**config.mk**
```make
export PLATFORM = sky130hd
export DESIGN_NAME = gop_picture_type_and_refs_core_flat
export DESIGN_NICKNAME = d
export VERILOG_FILES = /design/src/rtl/core/gopr_pkg.sv /design/src/rtl/core/gopr_ifs.sv /design/src/rtl/core/gop_picture_type_and_refs_core.sv /design/src/rtl/core/gopr_divpipe.sv /design/src/rtl/core/gopr_decide.sv /design/src/flat_wrapper.sv
export SDC_FILE = /design/constraint.sdc
export NUM_CORES = 2
export LEC_CHECK = 0
export ABC_AREA = 1
export BUFFER_PORTS_ARGS = -buffer_cell sky130_fd_sc_hd__clkbuf_2
export CAP_MARGIN = 5
export CORE_MARGIN = 3
export CORE_UTILIZATION = 55
export DETAILED_ROUTE_END_ITERATION = 10
export HOLD_SLACK_MARGIN = 0.15
export PLACE_DENSITY = 0.71
export SLEW_MARGIN = 20
export SYNTH_ARGS = -nofsm -noshare
export SYNTH_HDL_FRONTEND = slang
export SYNTH_SLANG_ARGS = --single-unit
```
**constraint.sdc**
```tcl
create_clock -name clk -period 86.8 [get_ports clk]
set_clock_uncertainty 0.15 [all_clocks]
set_input_delay 13.02 -clock clk [delete_from_list [all_inputs] [get_ports clk]]
set_output_delay 13.02 -clock clk [all_outputs]
set_load 0.03 [all_outputs]
```
**src/rtl/core/gopr_pkg.sv**
```systemverilog
// Shared types and codes for the GOP planner.
// No dependencies.
package gopr_pkg;

  localparam logic CMD_CLASSIFY = 1'b0;
  localparam logic CMD_MAP      = 1'b1;

  localparam logic [1:0] SORT_INTRA_REF    = 2'd0;
  localparam logic [1:0] SORT_INTRA_NONREF = 2'd1;
  localparam logic [1:0] SORT_INTER_REF    = 2'd2;
  localparam logic [1:0] SORT_INTER_NONREF = 2'd3;

  localparam logic [1:0] REG_GOP_LENGTH = 2'd0;
  localparam logic [1:0] REG_L1_SPACING = 2'd1;
  localparam logic [1:0] REG_L1_ENABLED = 2'd2;
  localparam logic [1:0] REG_FIELD_MODE = 2'd3;

  localparam int GOP_W  = 10;
  localparam int L1_W   = 8;
  localparam int UNIT_W = 11;
  localparam int EXP_W  = 11;
  localparam int NUM_W  = 32;

  typedef struct packed {
    logic              cmd;
    logic [1:0]        picture_sort;
    logic [1:0]        ref_count;
    logic [NUM_W-1:0]  ref_first;
    logic [NUM_W-1:0]  ref_second;
    logic [EXP_W-1:0]  expiry_time;
    logic [NUM_W-1:0]  display_number;
  } cls_t;

endpackage

```
**src/rtl/core/gopr_ifs.sv**
```systemverilog
// Valid/ready channel interfaces for the GOP planner.
// Depends on nothing; fields at fixed widths.
interface gopr_req_if;
  logic        valid;
  logic        ready;
  logic        cmd;
  logic [31:0] picture_number;
  logic        forward_ref_available;
  modport source (output valid, cmd, picture_number, forward_ref_available, input ready);
  modport sink   (input valid, cmd, picture_number, forward_ref_available, output ready);
endinterface

interface gopr_rsp_if;
  logic        valid;
  logic        ready;
  logic [1:0]  picture_sort;
  logic [1:0]  ref_count;
  logic [31:0] ref_first;
  logic [31:0] ref_second;
  logic [10:0] expiry_time;
  logic [31:0] display_number;
  logic        new_access_unit;
  modport source (output valid, picture_sort, ref_count, ref_first, ref_second,
                  expiry_time, display_number, new_access_unit, input ready);
  modport sink   (input valid, picture_sort, ref_count, ref_first, ref_second,
                  expiry_time, display_number, new_access_unit, output ready);
endinterface

```
**src/rtl/core/gop_picture_type_and_refs_core.sv**
```systemverilog
// GOP planner: two 4-bit-per-stage divider pipelines in series plus input,
// decision and output registers. Throughput one transaction per cycle; a
// stall freezes all stages. Synchronous reset clears valid bits and loads
// register defaults.
module gop_picture_type_and_refs_core #(
  parameter int PICNUM_BITS = 32
) (
  input  logic        clk,
  input  logic        rst,
  gopr_req_if.sink    req,
  gopr_rsp_if.source  rsp,
  input  logic        cfg_we,
  input  logic [1:0]  cfg_index,
  input  logic [9:0]  cfg_data
);
  localparam int N     = PICNUM_BITS;
  localparam int STEPS = 4;
  localparam int LAT   = (N + STEPS - 1) / STEPS;

  logic [9:0] gop_length;
  logic [7:0] l1_spacing;
  logic       l1_enabled;
  logic       field_mode;

  always_ff @(posedge clk) begin
    if (rst) begin
      gop_length <= 10'd1;
      l1_spacing <= 8'd0;
      l1_enabled <= 1'b0;
      field_mode <= 1'b0;
    end else if (cfg_we) begin
      case (cfg_index)
        gopr_pkg::REG_GOP_LENGTH: gop_length <= cfg_data;
        gopr_pkg::REG_L1_SPACING: l1_spacing <= cfg_data[7:0];
        gopr_pkg::REG_L1_ENABLED: l1_enabled <= cfg_data[0];
        gopr_pkg::REG_FIELD_MODE: field_mode <= cfg_data[0];
        default: ;
      endcase
    end
  end

  logic [9:0]  gop;
  logic [10:0] unit;
  assign gop  = (gop_length == '0) ? 10'd1 : gop_length;
  assign unit = field_mode ? {gop, 1'b0} : {1'b0, gop};

  logic en;
  assign en        = !rsp.valid || rsp.ready;
  assign req.ready = en;

  // input stage
  logic         v0;
  logic         cmd0, fwd0;
  logic [N-1:0] p0;
  always_ff @(posedge clk) begin
    if (rst) v0 <= 1'b0;
    else if (en) v0 <= req.valid;
  end
  always_ff @(posedge clk) begin
    if (en) begin
      cmd0 <= req.cmd;
      fwd0 <= req.forward_ref_available;
      p0   <= req.picture_number[N-1:0];
    end
  end

  logic [N-1:0] x0, num_l;
  assign x0    = field_mode ? {1'b0, p0[N-1:1]} : p0;
  assign num_l = (cmd0 == gopr_pkg::CMD_MAP) ? x0 - N'(1) : x0;

  logic [N-1:0] quo_g, quo_l;
  logic [9:0]   rem_g;
  logic [7:0]   rem_l;

  gopr_divpipe #(.W(N), .DW(10), .STEPS(STEPS)) u_div_gop (
    .clk(clk), .en(en), .num(x0), .den(gop), .quo(quo_g), .rem(rem_g));
  gopr_divpipe #(.W(N), .DW(8), .STEPS(STEPS)) u_div_l1 (
    .clk(clk), .en(en), .num(num_l), .den(l1_spacing), .quo(quo_l), .rem(rem_l));

  // sideband for the first division
  logic [N+1:0] sa [LAT];
  logic [LAT-1:0] va;
  always_ff @(posedge clk) begin
    if (rst) va <= '0;
    else if (en) va <= {va[LAT-2:0], v0};
  end
  always_ff @(posedge clk) begin
    if (en) begin
      sa[0] <= {cmd0, fwd0, p0};
      for (int i = 1; i < LAT; i++) sa[i] <= sa[i-1];
    end
  end

  gopr_pkg::cls_t dec;
  gopr_decide #(.N(N)) u_decide (
    .cmd(sa[LAT-1][N+1]), .p(sa[LAT-1][N-1:0]), .fwd(sa[LAT-1][N]),
    .field(field_mode), .l1_en(l1_enabled), .l1(l1_spacing), .gop(gop),
    .rem_g(rem_g), .rem_l(rem_l), .quo_l(quo_l), .res(dec));

  // decision register
  logic           v1;
  gopr_pkg::cls_t r1;
  always_ff @(posedge clk) begin
    if (rst) v1 <= 1'b0;
    else if (en) v1 <= va[LAT-1];
  end
  always_ff @(posedge clk) begin
    if (en) r1 <= dec;
  end

  logic [N-1:0]  quo_u;
  logic [10:0]   rem_u;
  gopr_divpipe #(.W(N), .DW(11), .STEPS(STEPS)) u_div_unit (
    .clk(clk), .en(en), .num(r1.display_number[N-1:0]), .den(unit),
    .quo(quo_u), .rem(rem_u));

  gopr_pkg::cls_t sb [LAT];
  logic [LAT-1:0] vb;
  always_ff @(posedge clk) begin
    if (rst) vb <= '0;
    else if (en) vb <= {vb[LAT-2:0], v1};
  end
  always_ff @(posedge clk) begin
    if (en) begin
      sb[0] <= r1;
      for (int i = 1; i < LAT; i++) sb[i] <= sb[i-1];
    end
  end

  // output register
  logic           vo;
  gopr_pkg::cls_t ro;
  logic           nau;
  always_ff @(posedge clk) begin
    if (rst) vo <= 1'b0;
    else if (en) vo <= vb[LAT-1];
  end
  always_ff @(posedge clk) begin
    if (en) begin
      ro  <= sb[LAT-1];
      nau <= (sb[LAT-1].cmd == gopr_pkg::CMD_MAP) && (rem_u == '0);
    end
  end

  assign rsp.valid           = vo;
  assign rsp.picture_sort    = ro.picture_sort;
  assign rsp.ref_count       = ro.ref_count;
  assign rsp.ref_first       = ro.ref_first;
  assign rsp.ref_second      = ro.ref_second;
  assign rsp.expiry_time     = ro.expiry_time;
  assign rsp.display_number  = ro.display_number;
  assign rsp.new_access_unit = nau;

  logic unused_q;
  assign unused_q = ^{quo_g, quo_u};
endmodule

```
**src/rtl/core/gopr_divpipe.sv**
```systemverilog
// Pipelined restoring divider, STEPS quotient bits per stage.
// Standalone; divisor must hold steady while operands are in flight.
module gopr_divpipe #(
  parameter int W     = 32,
  parameter int DW    = 8,
  parameter int STEPS = 4
) (
  input  logic          clk,
  input  logic          en,
  input  logic [W-1:0]  num,
  input  logic [DW-1:0] den,
  output logic [W-1:0]  quo,
  output logic [DW-1:0] rem
);
  localparam int STAGES = (W + STEPS - 1) / STEPS;
  localparam int WP     = STAGES * STEPS;

  logic [WP-1:0] a_q [STAGES];
  logic [DW-1:0] r_q [STAGES];

  for (genvar s = 0; s < STAGES; s++) begin : g_stage
    logic [WP-1:0] a_next;
    logic [DW-1:0] r_next;

    always_comb begin
      logic [WP-1:0] a;
      logic [DW-1:0] r;
      logic [DW:0]   r2;
      logic          ge;
      if (s == 0) begin
        a = WP'(num);
        r = '0;
      end else begin
        a = a_q[(s == 0) ? 0 : s - 1];
        r = r_q[(s == 0) ? 0 : s - 1];
      end
      for (int k = 0; k < STEPS; k++) begin
        r2 = {r, a[WP-1]};
        ge = (r2 >= {1'b0, den});
        a  = {a[WP-2:0], ge};
        r  = ge ? DW'(r2 - {1'b0, den}) : r2[DW-1:0];
      end
      a_next = a;
      r_next = r;
    end

    always_ff @(posedge clk) begin
      if (en) begin
        a_q[s] <= a_next;
        r_q[s] <= r_next;
      end
    end
  end

  assign quo = a_q[STAGES-1][W-1:0];
  assign rem = r_q[STAGES-1];
endmodule

```
**src/rtl/core/gopr_decide.sv**
```systemverilog
// Picture classification and coding-to-display mapping from remainders.
// Depends on gopr_pkg.
module gopr_decide #(
  parameter int N = 32
) (
  input  logic                    cmd,
  input  logic [N-1:0]            p,
  input  logic                    fwd,
  input  logic                    field,
  input  logic                    l1_en,
  input  logic [gopr_pkg::L1_W-1:0]  l1,
  input  logic [gopr_pkg::GOP_W-1:0] gop,
  input  logic [gopr_pkg::GOP_W-1:0] rem_g,
  input  logic [gopr_pkg::L1_W-1:0]  rem_l,
  input  logic [N-1:0]            quo_l,
  output gopr_pkg::cls_t          res
);
  logic [N-1:0] x, l1n, gopn, nxt_l1, d;
  logic         par;
  logic [1:0]   sort, cnt;
  logic [N-1:0] r0, r1;
  logic [gopr_pkg::EXP_W-1:0] ex;
  logic         at_gop, at_l1, at_last;

  assign par     = p[0];
  assign x       = field ? {1'b0, p[N-1:1]} : p;
  assign l1n     = N'(l1);
  assign gopn    = N'(gop);
  assign nxt_l1  = N'((quo_l + N'(1)) * l1n);
  assign at_gop  = (rem_g == '0);
  assign at_l1   = (rem_l == '0);
  assign at_last = (rem_l == l1 - 8'd1);

  always_comb begin
    sort = gopr_pkg::SORT_INTRA_NONREF;
    cnt  = 2'd0;
    r0   = '0;
    r1   = '0;
    ex   = field ? 11'd2 : 11'd1;
    if (!l1_en || l1 == '0) begin
      sort = gopr_pkg::SORT_INTRA_NONREF;
    end else if (!field) begin
      if (at_gop) begin
        sort = (gop > 10'd1) ? gopr_pkg::SORT_INTRA_REF : gopr_pkg::SORT_INTRA_NONREF;
        ex   = 11'(gop);
      end else if (at_l1) begin
        sort = gopr_pkg::SORT_INTER_REF; cnt = 2'd1; r0 = p - l1n;
        ex   = {2'b0, l1, 1'b0};
      end else if (at_last) begin
        sort = gopr_pkg::SORT_INTER_NONREF; cnt = 2'd1; r0 = p - N'(1);
        if (fwd) begin cnt = 2'd2; r1 = p + N'(1); end
        ex   = 11'd1;
      end else begin
        sort = gopr_pkg::SORT_INTER_REF; cnt = 2'd1; r0 = p - N'(1);
        if (fwd) begin cnt = 2'd2; r1 = nxt_l1; end
        ex   = 11'd2;
      end
    end else begin
      if (at_gop) begin
        if (gop > 10'd1) begin
          sort = gopr_pkg::SORT_INTRA_REF;
          ex   = {gop, 1'b0};
          if (par) begin sort = gopr_pkg::SORT_INTER_REF; cnt = 2'd1; r0 = p - N'(1); end
        end else begin
          sort = gopr_pkg::SORT_INTRA_NONREF;
          ex   = 11'(gop);
        end
      end else if (at_l1) begin
        sort = gopr_pkg::SORT_INTER_REF; cnt = 2'd2;
        if (par) begin
          r0 = p - N'(1);
          r1 = p - (l1n << 1);
        end else begin
          r0 = p - (l1n << 1);
          r1 = p - (l1n << 1) + N'(1);
        end
        ex = 11'({2'b0, l1, 1'b0} + 11'd1);
      end else if (at_last) begin
        sort = gopr_pkg::SORT_INTER_NONREF; cnt = 2'd1; r0 = p - N'(2);
        if (fwd) begin cnt = 2'd2; r1 = p + N'(2); end
        ex   = 11'd1;
      end else begin
        sort = gopr_pkg::SORT_INTER_REF; cnt = 2'd1; r0 = p - N'(2);
        if (fwd) begin cnt = 2'd2; r1 = {nxt_l1[N-2:0], par}; end
        ex   = 11'd4;
      end
    end
  end

  // map: rem_l/quo_l here come from (x - 1) divided by the spacing
  always_comb begin
    if (l1 == '0) begin
      d = p;
    end else if (x == '0) begin
      d = p;
    end else if (at_l1) begin
      d = field ? p + ((l1n - N'(1)) << 1) : p + l1n - N'(1);
    end else begin
      d = field ? p - N'(2) : p - N'(1);
    end
  end

  always_comb begin
    res = '0;
    res.cmd = cmd;
    if (cmd == gopr_pkg::CMD_CLASSIFY) begin
      res.picture_sort = sort;
      res.ref_count    = cnt;
      res.ref_first    = gopr_pkg::NUM_W'(r0);
      res.ref_second   = gopr_pkg::NUM_W'(r1);
      res.expiry_time  = ex;
    end else begin
      res.display_number = gopr_pkg::NUM_W'(d);
    end
  end

  logic unused_gopn;
  assign unused_gopn = ^gopn;
endmodule

```
**src/flat_wrapper.sv**
```systemverilog
// flat-port wrapper written by rule: the top's interface ports become plain ports
module gop_picture_type_and_refs_core_flat 
#(
  parameter int PICNUM_BITS = 32
)
  (clk, rst, cfg_we, cfg_index, cfg_data, req_valid, req_cmd, req_picture_number, req_forward_ref_available, req_ready, rsp_valid, rsp_picture_sort, rsp_ref_count, rsp_ref_first, rsp_ref_second, rsp_expiry_time, rsp_display_number, rsp_new_access_unit, rsp_ready);
  gopr_req_if req_i ();
  gopr_rsp_if rsp_i ();
  input  logic clk;
  input  logic rst;
  input  logic cfg_we;
  input  logic [1:0] cfg_index;
  input  logic [9:0] cfg_data;
  input wire logic [$bits(req_i.valid)-1:0] req_valid;
  input wire logic [$bits(req_i.cmd)-1:0] req_cmd;
  input wire logic [$bits(req_i.picture_number)-1:0] req_picture_number;
  input wire logic [$bits(req_i.forward_ref_available)-1:0] req_forward_ref_available;
  output wire logic [$bits(req_i.ready)-1:0] req_ready;
  output wire logic [$bits(rsp_i.valid)-1:0] rsp_valid;
  output wire logic [$bits(rsp_i.picture_sort)-1:0] rsp_picture_sort;
  output wire logic [$bits(rsp_i.ref_count)-1:0] rsp_ref_count;
  output wire logic [$bits(rsp_i.ref_first)-1:0] rsp_ref_first;
  output wire logic [$bits(rsp_i.ref_second)-1:0] rsp_ref_second;
  output wire logic [$bits(rsp_i.expiry_time)-1:0] rsp_expiry_time;
  output wire logic [$bits(rsp_i.display_number)-1:0] rsp_display_number;
  output wire logic [$bits(rsp_i.new_access_unit)-1:0] rsp_new_access_unit;
  input wire logic [$bits(rsp_i.ready)-1:0] rsp_ready;
  assign req_i.valid = req_valid;
  assign req_i.cmd = req_cmd;
  assign req_i.picture_number = req_picture_number;
  assign req_i.forward_ref_available = req_forward_ref_available;
  assign req_ready = req_i.ready;
  assign rsp_valid = rsp_i.valid;
  assign rsp_picture_sort = rsp_i.picture_sort;
  assign rsp_ref_count = rsp_i.ref_count;
  assign rsp_ref_first = rsp_i.ref_first;
  assign rsp_ref_second = rsp_i.ref_second;
  assign rsp_expiry_time = rsp_i.expiry_time;
  assign rsp_display_number = rsp_i.display_number;
  assign rsp_new_access_unit = rsp_i.new_access_unit;
  assign rsp_i.ready = rsp_ready;
  gop_picture_type_and_refs_core #(.PICNUM_BITS(PICNUM_BITS)) u_core (.clk(clk), .rst(rst), .req(req_i), .rsp(rsp_i), .cfg_we(cfg_we), .cfg_index(cfg_index), .cfg_data(cfg_data));
endmodule
```
==> flow_summary.ini <==
[setup_path]
reg2regPathDepth = 51
arrival_ns = 14.10
cp_top_family = buffers and inverters
critical_path_depth = 5
start_kind = input port
path_class = input port to output pin
critPathSlowestCell = inv_8
cpPeakStageDelay_ns = 0.40
worstPathMaxFanout = 58
path_cells = clkbuf_2, nor2_1, buf_4, inv_8, clkbuf_2
crit_required_ns = 73.63
cpMostUsedCell = clkbuf_2
cp_num_buf_inv = 4
worstSetupEndpointType = output pin

[clock_tree]
clk_pin_slew_ns = 0.06
cts_tree = built
cts-root-buf = clkbuf_16
cts_buffers = 207
clk_latency_ns = 0.87
clockBufferDepth = 3
htreeDepth = 4
hold_buffers = 0
cts_resized = 0
post-cts-setup-buffer-count = 0
cts_sinks = 2065

[sta]
rsz0062_at_grt = false
finalMaxSlewViolations = 0
fmax_mhz = 36.7
finalHoldViolCount = 0
period_share = 0.314
setup_tns_ns = 0
max_slew.worst_pin.slew_ns = 1.14
slew_headroom = 0.241
finalSetupViolCount = 0
period_needed_ns = 27.27

[finish]
area_growth_pct = 8.99
nNetsFinal = 15367
drive_above_1_share = 0.0580

[floorplanning]
initial_core_util = 0.556
rows = 177
dieArea_sq_mm = 0.243
io_pins = 165
coreArea_sq_mm = 0.234
die_h_um = 492
dieWidth_um = 492

[yosys]
syn_avg_cell_area_sq_um = 9.48
ys_top_cells_by_area = edfxtp_1 (47%), ha_1 (10%), nand2_1 (8.7%), inv_1 (4.4%), a21oi_1 (4.2%)
synth_top_cell_by_area = edfxtp_1
synth_top_area_frac = 0.467
async_reset_ff_frac = 0
synth_seq_cells = 2065
ys_types = 74
synth-main-ff-cell = edfxtp_1
synthesis.nets = 15120
synthesis.area_sq_mm = 0.130
yosysWarnings = 0
synthTopCellsByCount = nand2_1 (3023), edfxtp_1 (2026), inv_1 (1536)
seq_area_frac_synth = 0.473
synth_most_common_cell = nand2_1
synth_edf_count = 2026
netlist_instances = 13734

[grt]
grt_max_degree = 215
grt_remaining_overflow = 0
antenna_found_initial = 16
track_usage = 0.257
grt_pass1_vias = 90535
grt_pass1_wl_um = 496000

[run_status]
outcome = completed

[placed_design]
dpl.hpwl_um = 228000
gp_congestion = 1.01
io_buffers = 164

[detailed_routing]
drt_pre_antenna_iters = 6
drt_iter0_drc = 8218
vias_per_cell = 5.55
drt-total-wl_um = 318000
drtAntennaViolNets = 0
wire_per_inst_um = 18.4
vias = 96099
drc_errors = 0

[hold_path]
holdPathStages = 0
min_path_type = flop to flop

[flow_run]
cap_violations = 0
==> routing by layer <==
metal  routed length, um  GRT usage  vias up  share of wire
met5                   9          0        -       0.000028
met2              147000      0.420     3024           0.46
met1              138000      0.351    44507           0.44
li1                    -          -    47889              -
met3               19400     0.0321      677          0.061
met4               12900      0.105        2          0.041
==> area by class of cell <==
cell class / count / area, sq um
Multi-Input combinational cell: 9833 / 61500
Sequential cell: 2065 / 61600
Clock buffer: 234 / 5310
Fill cell: 19566 / 92200
Antenna cell: 7 / 17.5
Tap cell: 3132 / 3920
Timing Repair Buffer: 293 / 1860
Inverter: 1581 / 5950
Clock inverter: 155 / 1670
==> placed cells by master (no fill, tap or decap), drive strengths merged, types with 9 or more instances in the layout <==
| cell | count |
|---|---|
| nor4 | 33 |
| a31oi | 50 |
| nor3 | 150 |
| clkbuf | 398 |
| o31ai | 26 |
| fa | 253 |
| mux2 | 10 |
| nor2 | 1051 |
| nand2 | 3040 |
| a21o | 63 |
| o21ai | 883 |
| o22ai | 35 |
| clkinvlp | 10 |
| nand3b | 34 |
| clkinv | 120 |
| edfxtp | 2026 |
| xor2 | 536 |
| a21boi | 27 |
| a21oi | 1092 |
| inv | 1582 |
| nand4 | 216 |
| o21a | 38 |
| o21bai | 90 |
| a211oi | 43 |
| or2 | 67 |
| bufinv | 24 |
| a41o | 16 |
| buf | 129 |
| nand3 | 574 |
| xnor2 | 226 |
| dfxtp | 39 |
| a41oi | 9 |
| o2111ai | 23 |
| o311ai | 11 |
| a221oi | 18 |
| o211ai | 70 |
| ha | 1082 |
| o221ai | 26 |
==> flip-flops by register name, summed over array words and instances, names as in the netlist, 64 cells and up <==
signal,count
u_core.u_div_unit.r_q,88
u_core.u_div_gop.a_q,112
u_core.sa,272
u_core.u_div_l1.a_q,256
u_core.r1,112
u_core.u_div_unit.a_q,69
u_core.sb,827
u_core.u_div_gop.r_q,80
u_core.u_div_l1.r_q,64
==> metrics by stage <==
| stage | setup WS [ns] | area, sq um | hold WS [ns] | utilization | instances |
|---|---|---|---|---|---|
| floorplan | 5.48 | 130000 | 0.250 | - | 13734 |
| CTS | 59.50 | 142000 | 0.226 | 0.606 | 17293 |
| global route | 59.47 | 142000 | 0.232 | 0.606 | 17300 |
| global placement | 59.51 | 135000 | 0.250 | 0.576 | 16904 |
| detailed placement | 59.50 | 135000 | 0.255 | 0.576 | 16904 |
| finish | 59.53 | 142000 | 0.239 | 0.606 | 17300 |
==> logic make-up after synthesis <==
kind of cell,Yosys count,share of synthesized area
compound gates,2535,0.110
flops,2065,0.473
mux,10,0.000865
buf+inv,1836,0.0549
xor+xnor,762,0.0513
fa+ha+maj,1335,0.143
simple gates,5191,0.167
==> worst register-to-register path: cells and delay by family, from the launching register on <==
kind	cells	cell delay, ns
AOI/OAI and AO/OA	12	3.10
buffers and inverters	8	2.15
and+or+nand+nor	27	3.91
adders and majority gates	4	1.72
DFF	1	0.34
==> final timing paths <==
check                                            start                                      to  slack, ns
hold / removal    u_core.u_div_l1.a_q[1][90]$_DFFE_PP_   u_core.u_div_l1.a_q[1][126]$_DFFE_PP_       0.24
hold reg to reg   u_core.u_div_l1.a_q[1][90]$_DFFE_PP_   u_core.u_div_l1.a_q[1][126]$_DFFE_PP_       0.24
setup / recovery                             rsp_ready                               req_ready      59.53
setup reg to reg        u_core.field_mode$_SDFFE_PP0P_  u_core.u_div_unit.r_q[0][40]$_DFFE_PP_      75.14
Power is not shown: default switching activity piles up to over one toggle a cycle in this logic, so the estimate is an artifact.
